## config.mk

```make
export PLATFORM = sky130hd
export DESIGN_NAME = ordered_list_append_delete
export DESIGN_NICKNAME = d
export VERILOG_FILES = /design/src/sv/olad_pkg.sv /design/src/sv/olad_cell.sv /design/src/sv/ordered_list_append_delete.sv
export SDC_FILE = /design/constraint.sdc
export NUM_CORES = 1
export LEC_CHECK = 0
export ABC_AREA = 0
export BUFFER_PORTS_ARGS = -buffer_cell sky130_fd_sc_hd__clkbuf_2
export CORE_ASPECT_RATIO = 0.9
export CORE_MARGIN = 4
export CORE_UTILIZATION = 50
export CTS_CLUSTER_SIZE = 40
export DETAILED_ROUTE_END_ITERATION = 16
export PLACE_DENSITY = 0.66
export SKIP_CTS_REPAIR_TIMING = 1
export SYNTH_ARGS = -nofsm -noshare
export SYNTH_HDL_FRONTEND = slang
export SYNTH_SLANG_ARGS = --single-unit
```

## constraint.sdc

```tcl
create_clock -name i_clk -period 8.3 [get_ports i_clk]
set_input_delay 2.49 -clock i_clk [delete_from_list [all_inputs] [get_ports i_clk]]
set_output_delay 2.49 -clock i_clk [all_outputs]
set_load 0.1 [all_outputs]
```

## src/sv/olad_pkg.sv

```systemverilog
// Package for the ordered list block: sizes, op and status codes,
// item structs and the control struct shared by the top level and the cells.
// No dependencies.
package olad_pkg;

    localparam int CAPACITY = 16;
    localparam int CNT_W    = $clog2(CAPACITY + 1);
    localparam int IDX_W    = (CAPACITY > 1) ? $clog2(CAPACITY) : 1;

    localparam logic [1:0] OP_APPEND = 2'd0;
    localparam logic [1:0] OP_DELETE = 2'd1;
    localparam logic [1:0] OP_READ   = 2'd2;

    localparam logic [2:0] ST_DONE     = 3'd0;
    localparam logic [2:0] ST_FULL     = 3'd1;
    localparam logic [2:0] ST_EMPTY    = 3'd2;
    localparam logic [2:0] ST_NOTFOUND = 3'd3;
    localparam logic [2:0] ST_ENTRY    = 3'd4;

    typedef struct packed {
        logic [1:0]         op;
        logic signed [31:0] value;
    } t_in;

    typedef struct packed {
        logic [2:0]         status;
        logic [4:0]         position;
        logic signed [31:0] entry_value;
        logic [4:0]         entry_count;
        logic               last;
    } t_out;

    typedef enum logic [1:0] {
        CMD_HOLD  = 2'd0,
        CMD_LOAD  = 2'd1,
        CMD_SHIFT = 2'd2,
        CMD_ROT   = 2'd3
    } t_cmd;

    typedef struct packed {
        t_cmd               cmd;
        logic signed [31:0] value;
    } t_cell_ctrl;

endpackage

```

## src/sv/olad_cell.sv

```systemverilog
// One list cell: holds one entry, loads it on append, compares it for delete,
// and takes its neighbor's entry on shift or rotate. Depends on olad_pkg.
module olad_cell (
    input  logic                   i_clk,
    input  olad_pkg::t_cell_ctrl   i_ctrl,
    input  logic                   i_sel,
    input  logic                   i_live,
    input  logic                   i_hit_in,
    input  logic signed [31:0]     i_next,
    output logic                   o_hit,
    output logic signed [31:0]     o_val
);
    import olad_pkg::*;

    logic signed [31:0] r_val;
    logic signed [31:0] n_val;

    assign o_hit = i_hit_in | (i_live && (r_val == i_ctrl.value));
    assign o_val = r_val;

    always_comb begin
        n_val = r_val;
        case (i_ctrl.cmd)
            CMD_LOAD: begin
                if (i_sel) begin
                    n_val = i_ctrl.value;
                end
            end
            CMD_SHIFT: begin
                if (o_hit) begin
                    n_val = i_next;
                end
            end
            CMD_ROT: begin
                n_val = i_next;
            end
            default: begin
                n_val = r_val;
            end
        endcase
    end

    always_ff @(posedge i_clk) begin
        r_val <= n_val;
    end

endmodule

```

## src/sv/ordered_list_append_delete.sv

```systemverilog
// Top level of the ordered list: control sequencer, entry count and the
// row of olad_cell instances. Depends on olad_pkg and olad_cell.
//
// Usage:
//   An item (op, value) is taken at a clock edge with start high and busy low.
//   Append puts value at the tail; delete removes the first equal entry and
//   closes the gap; readout emits every entry in order from position 1.
//   Each result shows on o_result for one cycle with o_strobe high; the
//   receiver always takes it. last marks the final result of an item.
// Timing:
//   Append and delete register the item, then do the parallel compare
//   and shift across the cells; the result is on the ports in the cycle
//   after that and the next item may be taken at the edge that ends it.
//   Op 3 gives no result. Readout rotates the list through the cell row
//   one entry per cycle and the head cell feeds the output; entries come
//   out on back-to-back cycles.
// Reset:
//   Synchronous, active low; the list is empty afterwards. Cell contents are
//   not cleared; only entries below the count are ever read.
module ordered_list_append_delete (
    input  logic            i_clk,
    input  logic            i_rst_n,
    input  logic            start,
    output logic            busy,
    input  olad_pkg::t_in   i_item,
    output logic            o_strobe,
    output olad_pkg::t_out  o_result
);
    import olad_pkg::*;

    typedef enum logic [2:0] {
        S_IDLE = 3'b001,
        S_EXEC = 3'b010,
        S_READ = 3'b100
    } t_state;

    t_state             r_state, n_state;
    logic [CNT_W-1:0]   r_count, n_count;
    logic [IDX_W-1:0]   r_idx, n_idx;
    logic [1:0]         r_op;
    logic signed [31:0] r_value;
    logic               r_strobe, n_strobe;
    t_out               r_result, n_result;

    t_cell_ctrl         w_ctrl;
    logic               w_hit [0:CAPACITY];
    logic signed [31:0] w_val [0:CAPACITY-1];
    logic               w_accept;
    logic               w_read_last;

    assign busy     = (r_state != S_IDLE);
    assign w_accept = start && !busy;
    assign o_strobe = r_strobe;
    assign o_result = r_result;
    assign w_hit[0] = 1'b0;

    assign w_read_last = ({1'b0, r_idx} + CNT_W'(1)) == r_count;

    genvar g;
    generate
        for (g = 0; g < CAPACITY; g++) begin : g_cell
            logic signed [31:0] w_next;
            if (g == CAPACITY - 1) begin : g_tail
                assign w_next = w_val[0];
            end else begin : g_mid
                assign w_next = (r_count == CNT_W'(g + 1)) ? w_val[0] : w_val[g + 1];
            end
            olad_cell u_cell (
                .i_clk    (i_clk),
                .i_ctrl   (w_ctrl),
                .i_sel    (r_count == CNT_W'(g)),
                .i_live   (r_count > CNT_W'(g)),
                .i_hit_in (w_hit[g]),
                .i_next   (w_next),
                .o_hit    (w_hit[g + 1]),
                .o_val    (w_val[g])
            );
        end
    endgenerate

    always_comb begin
        n_state        = r_state;
        n_count        = r_count;
        n_idx          = r_idx;
        n_strobe       = 1'b0;
        n_result       = r_result;
        w_ctrl.cmd     = CMD_HOLD;
        w_ctrl.value   = r_value;
        case (r_state)
            S_IDLE: begin
                if (w_accept) begin
                    n_state = S_EXEC;
                end
            end
            S_EXEC: begin
                n_state                = S_IDLE;
                n_result.position      = '0;
                n_result.entry_value   = '0;
                n_result.entry_count   = 5'(r_count);
                n_result.last          = 1'b1;
                n_result.status        = ST_DONE;
                case (r_op)
                    OP_APPEND: begin
                        n_strobe = 1'b1;
                        if (r_count == CNT_W'(CAPACITY)) begin
                            n_result.status = ST_FULL;
                        end else begin
                            w_ctrl.cmd           = CMD_LOAD;
                            n_count              = r_count + CNT_W'(1);
                            n_result.entry_count = 5'(r_count + CNT_W'(1));
                        end
                    end
                    OP_DELETE: begin
                        n_strobe = 1'b1;
                        if (r_count == '0) begin
                            n_result.status = ST_EMPTY;
                        end else if (w_hit[CAPACITY]) begin
                            w_ctrl.cmd           = CMD_SHIFT;
                            n_count              = r_count - CNT_W'(1);
                            n_result.entry_count = 5'(r_count - CNT_W'(1));
                        end else begin
                            n_result.status = ST_NOTFOUND;
                        end
                    end
                    OP_READ: begin
                        if (r_count == '0) begin
                            n_strobe        = 1'b1;
                            n_result.status = ST_EMPTY;
                        end else begin
                            n_state = S_READ;
                            n_idx   = '0;
                        end
                    end
                    default: begin
                        n_strobe = 1'b0;
                    end
                endcase
            end
            S_READ: begin
                w_ctrl.cmd           = CMD_ROT;
                n_strobe             = 1'b1;
                n_result.status      = ST_ENTRY;
                n_result.position    = 5'({1'b0, r_idx} + CNT_W'(1));
                n_result.entry_value = w_val[0];
                n_result.entry_count = 5'(r_count);
                n_result.last        = w_read_last;
                n_idx                = r_idx + IDX_W'(1);
                if (w_read_last) begin
                    n_state = S_IDLE;
                end
            end
            default: begin
                n_state = S_IDLE;
            end
        endcase
    end

    always_ff @(posedge i_clk) begin
        if (!i_rst_n) begin
            r_state  <= S_IDLE;
            r_count  <= '0;
            r_idx    <= '0;
            r_strobe <= 1'b0;
        end else begin
            r_state  <= n_state;
            r_count  <= n_count;
            r_idx    <= n_idx;
            r_strobe <= n_strobe;
        end
    end

    always_ff @(posedge i_clk) begin
        r_result <= n_result;
        if (w_accept) begin
            r_op    <= i_item.op;
            r_value <= i_item.value;
        end
    end

`ifndef SYNTHESIS
    a_count_cap: assert property (@(posedge i_clk) disable iff (!i_rst_n)
        r_count <= CNT_W'(CAPACITY))
        else $error("entry count above capacity");

    a_strobe_busy: assert property (@(posedge i_clk) disable iff (!i_rst_n)
        o_strobe |-> $past(busy))
        else $error("result without an item in progress");

    a_last_idle: assert property (@(posedge i_clk) disable iff (!i_rst_n)
        (o_strobe && o_result.last) |-> !busy)
        else $error("still busy after final result");

    a_accept_busy: assert property (@(posedge i_clk) disable iff (!i_rst_n)
        w_accept |=> busy)
        else $error("accepted item did not start");

    a_read_run: assert property (@(posedge i_clk) disable iff (!i_rst_n)
        (o_strobe && !o_result.last) |-> (busy && o_result.status == ST_ENTRY))
        else $error("non-final result outside readout");
`endif

endmodule
```

==> impl_metrics.toml <==
[layout]
nFillCells = 5784
layout-area-overhead-vs-synth_pct = 10.57
drive_above_1_share = 0.1360
final_util = 0.5604
finish.net_count = 3087

[pwr]
power-per-cell-area_nw_per_um2 = 200.4
vdd_ir_drop_max_uv = 194.4
p_leak_nw = 13.96

[die]
chipHeight_um = 258.7
io-pin-count = 85
floorplan.initialDensity = 0.5068
die_width_um = 286.5
core_region_area_um2 = 68880
num_rows = 91
dieArea_um2 = 74120

[route]
initialDrtViolationCount = 4005
route.final.wire_length_um = 139900
post-route-drc-count = 0
drt_pre_antenna_iters = 7
vias_per_cell = 6.776
wl_per_cell_um = 34.75
detail-route-antenna-nets = 0
detailroute.via_count = 27290

[setup_path]
critical_path_peak_fanout = 91
timing_worst_setup_path_type = "flip-flop to flip-flop"
critical-path-top-delay-family = "simple AND/OR/NAND/NOR gates"
crit_path_start_kind = "flip-flop"
worst_setup_path_end_kind = "flip-flop"
critPathRequiredTime_ns = 8.52
worstPathCellList = "inv_1 > ha_2 > buf_4 > nor4b_1 > nor4b_1 > nand4_1 > and4_1 > and3_1 > a31oi_4 > buf_12 > buf_4 > a21oi_1 > nor2_4"
cp_num_buf_inv = 4
crit_slowest_cell = "sky130_fd_sc_hd__nor2_4"
slowest_delay_ns = 0.86
reg2reg_slack_ns = 1.67
arrival_worst_endpoint_ns = 6.85

[synthesis]
mappedNetlistNets = 3110
yosys.cell_count.top_type = "sky130_fd_sc_hd__edfxtp_1"
netlist.area_leader.share = 0.5092
yosys-top-cells-area = "sky130_fd_sc_hd__edfxtp_1 (51%), sky130_fd_sc_hd__mux2i_1 (11%), sky130_fd_sc_hd__xor2_1 (7.0%)"
prevailing_post_synth_register_cell = "sky130_fd_sc_hd__edfxtp_1"
syn_avg_cell_area_um2 = 11.39
ys_warn_count = 0
synth.yosys.seq_area_share = 0.5167
synth.largest_area_cell = "sky130_fd_sc_hd__edfxtp_1"
synth_cell_types = 59
synth.cells.most_frequent = "sky130_fd_sc_hd__edfxtp_1 (592), sky130_fd_sc_hd__a21oi_1 (417), sky130_fd_sc_hd__mux2i_1 (384), sky130_fd_sc_hd__xor2_1 (280), sky130_fd_sc_hd__xnor2_1 (243)"
synthArstFlopShare = 0
mappedNetlistArea_um2 = 34910
synth.ff_latch_count = 605
number_of_standard_cells_after_synthesis = 3066
synth_enable_flop_cells = 592

[cts]
htreeDepth = 3
tritoncts_clock_tree = "done"
root_buffer = "sky130_fd_sc_hd__clkbuf_16"
clkLatencyLatePin_ns = 0.63
clkSinkCount = 605
register_clock_pin_slew_on_the_reported_worst_setup_and_hold_paths_ns = 0.06
cts_buffer_depth = 3
numCtsBuffers = 69

[global_routing]
antenna_violations_before_repair = 5
overflow = 0
grt_first_pass_wirelength_um = 198600
number_of_global_route_vias_before_repair = 26990
grt_start_max_net_pins = 135
grt_usage = 0.3704

[outcome]
status = "finished clean"

[timing]
finalSetupViolations = 0
finalCritPeriodShare = 0.7988
final_hold_viol_count = 0
drv_slew = 0
slew-limit-headroom = 0.04945
setup_total_negative_slack_ns = 0
fmax_mhz = 150.8
slew_at_the_pin_closest_to_its_max_slew_limit_ns = 1.426
fin_crit_ns = 6.630
worst_clock_skew_ns = 0.02762
unrepaired_setup_endpoints_after_global_routing = "false"

[placed_design]
place.port_buffers = 84
gp_routability_congestion = 1.062
dpl.hpwl_um = 99410

[flow_run]
cap_violations = 0

[hold_path]
path_class_of_the_lowest_slack_min_delay_path = "flip-flop to flip-flop"
## cell families (layout without fill, tap and decap cells)
family,count (synthesis),after routing,share of synthesized area
simple gates,619,619,0.09236
flops,605,605,0.5167
compound gates,547,547,0.08541
xor+xnor,523,523,0.1312
mux,448,448,0.1307
buf+inv,317,347,0.04111
fa+ha+maj,7,7,0.002509
other cells,0,1,0
## per-layer routing
metal / GRT usage / routed length [µm] / vias to the layer above
met4: 0.2469 / 11520 / 6
met5: 0 / 38 / -
met2: 0.5686 / 61690 / 2055
met1: 0.4705 / 51450 / 13470
met3: 0.08470 / 15220 / 518
li1: - / - / 11240
## worst register-to-register path: stages (launching register included)
cell and delay, ns:
sky130_fd_sc_hd__dfxtp_1 0.75, sky130_fd_sc_hd__inv_1 0.34, sky130_fd_sc_hd__ha_2 0.28, sky130_fd_sc_hd__buf_4 0.31
sky130_fd_sc_hd__nor4b_1 0.39, sky130_fd_sc_hd__nor4b_1 0.36, sky130_fd_sc_hd__nand4_1 0.32, sky130_fd_sc_hd__and4_1 0.33
sky130_fd_sc_hd__and3_1 0.37, sky130_fd_sc_hd__a31oi_4 0.32, sky130_fd_sc_hd__buf_12 0.38, sky130_fd_sc_hd__buf_4 0.98
sky130_fd_sc_hd__a21oi_1 0.22, sky130_fd_sc_hd__nor2_4 0.86
## final timing paths
path              cells past startpoint                    start                                    end
hold reg to reg                       2    r_idx[1]$_SDFFE_PN0P_                  r_idx[1]$_SDFFE_PN0P_
setup reg to reg                     13  r_count[4]$_SDFFE_PN0P_  g_cell[12].u_cell.o_val[18]$_DFFE_PP_
hold / removal                        2    r_idx[1]$_SDFFE_PN0P_                  r_idx[1]$_SDFFE_PN0P_
setup / recovery                     13  r_count[4]$_SDFFE_PN0P_  g_cell[12].u_cell.o_val[18]$_DFFE_PP_
## power breakdown
part           leakage [nW]  switching, W  internal, W  total [W]
clock                  1.11       0.00132      0.00181    0.00313
sequential             5.42     0.0000660      0.00344    0.00351
combinational          7.43      0.000802     0.000293    0.00109
total                  14.0       0.00219      0.00555    0.00774
## layout make-up
class | instances | area [µm²] | area share
sequential | 605 | 18040 | 0.4673
multi-input combinational | 2144 | 15680 | 0.4063
clock buffer | 94 | 1957 | 0.05069
antenna | 1 | 2.502 | 0.00006483
inverter | 14 | 52.55 | 0.001361
timing repair buffer | 209 | 1408 | 0.03646
clock inverter | 30 | 299.0 | 0.007747
tap | 930 | 1164 | 0.03014
## metrics by stage
stage          cell area, µm²  instances  hold slack [ns]  power (W)  setup slack [ns]
2_1_floorplan           34910       3066           0.4808   0.004191             2.618
3_3_place_gp            36300       3900           0.5011   0.004607             2.079
3_5_place_dp            36310       3901           0.5337   0.004620             1.904
4_1_cts                 38570       4025           0.5450   0.007692             1.878
5_1_grt                 38600       4026           0.6216   0.007894             1.522
6_report                38600       4027           0.5536   0.007737             1.670
## placed cells by master (no fill, tap or decap), types with 17 or more instances in the layout
master	instances
sky130_fd_sc_hd__clkbuf_1	17
sky130_fd_sc_hd__clkbuf_2	84
sky130_fd_sc_hd__nor2_2	18
sky130_fd_sc_hd__a31oi_1	77
sky130_fd_sc_hd__xnor2_1	243
sky130_fd_sc_hd__nor2_1	67
sky130_fd_sc_hd__edfxtp_1	592
sky130_fd_sc_hd__nor4_1	96
sky130_fd_sc_hd__nand3_1	24
sky130_fd_sc_hd__xor2_1	280
sky130_fd_sc_hd__clkbuf_16	74
sky130_fd_sc_hd__nand4_1	86
sky130_fd_sc_hd__and3_1	40
sky130_fd_sc_hd__mux2i_1	384
sky130_fd_sc_hd__buf_4	121
sky130_fd_sc_hd__nand2_1	173
sky130_fd_sc_hd__nor3_1	30
sky130_fd_sc_hd__mux2_2	60
sky130_fd_sc_hd__a21oi_1	411
## state kept, by name, indices dropped and copies added, names as in the netlist
register and count:
o_strobe 1, o_result 46, r_idx 4, g_cell.u_cell.o_val 512, r_value 32, r_state 3
r_count 5, r_op 2
Note: power is estimated with default switching activity, not from simulation.
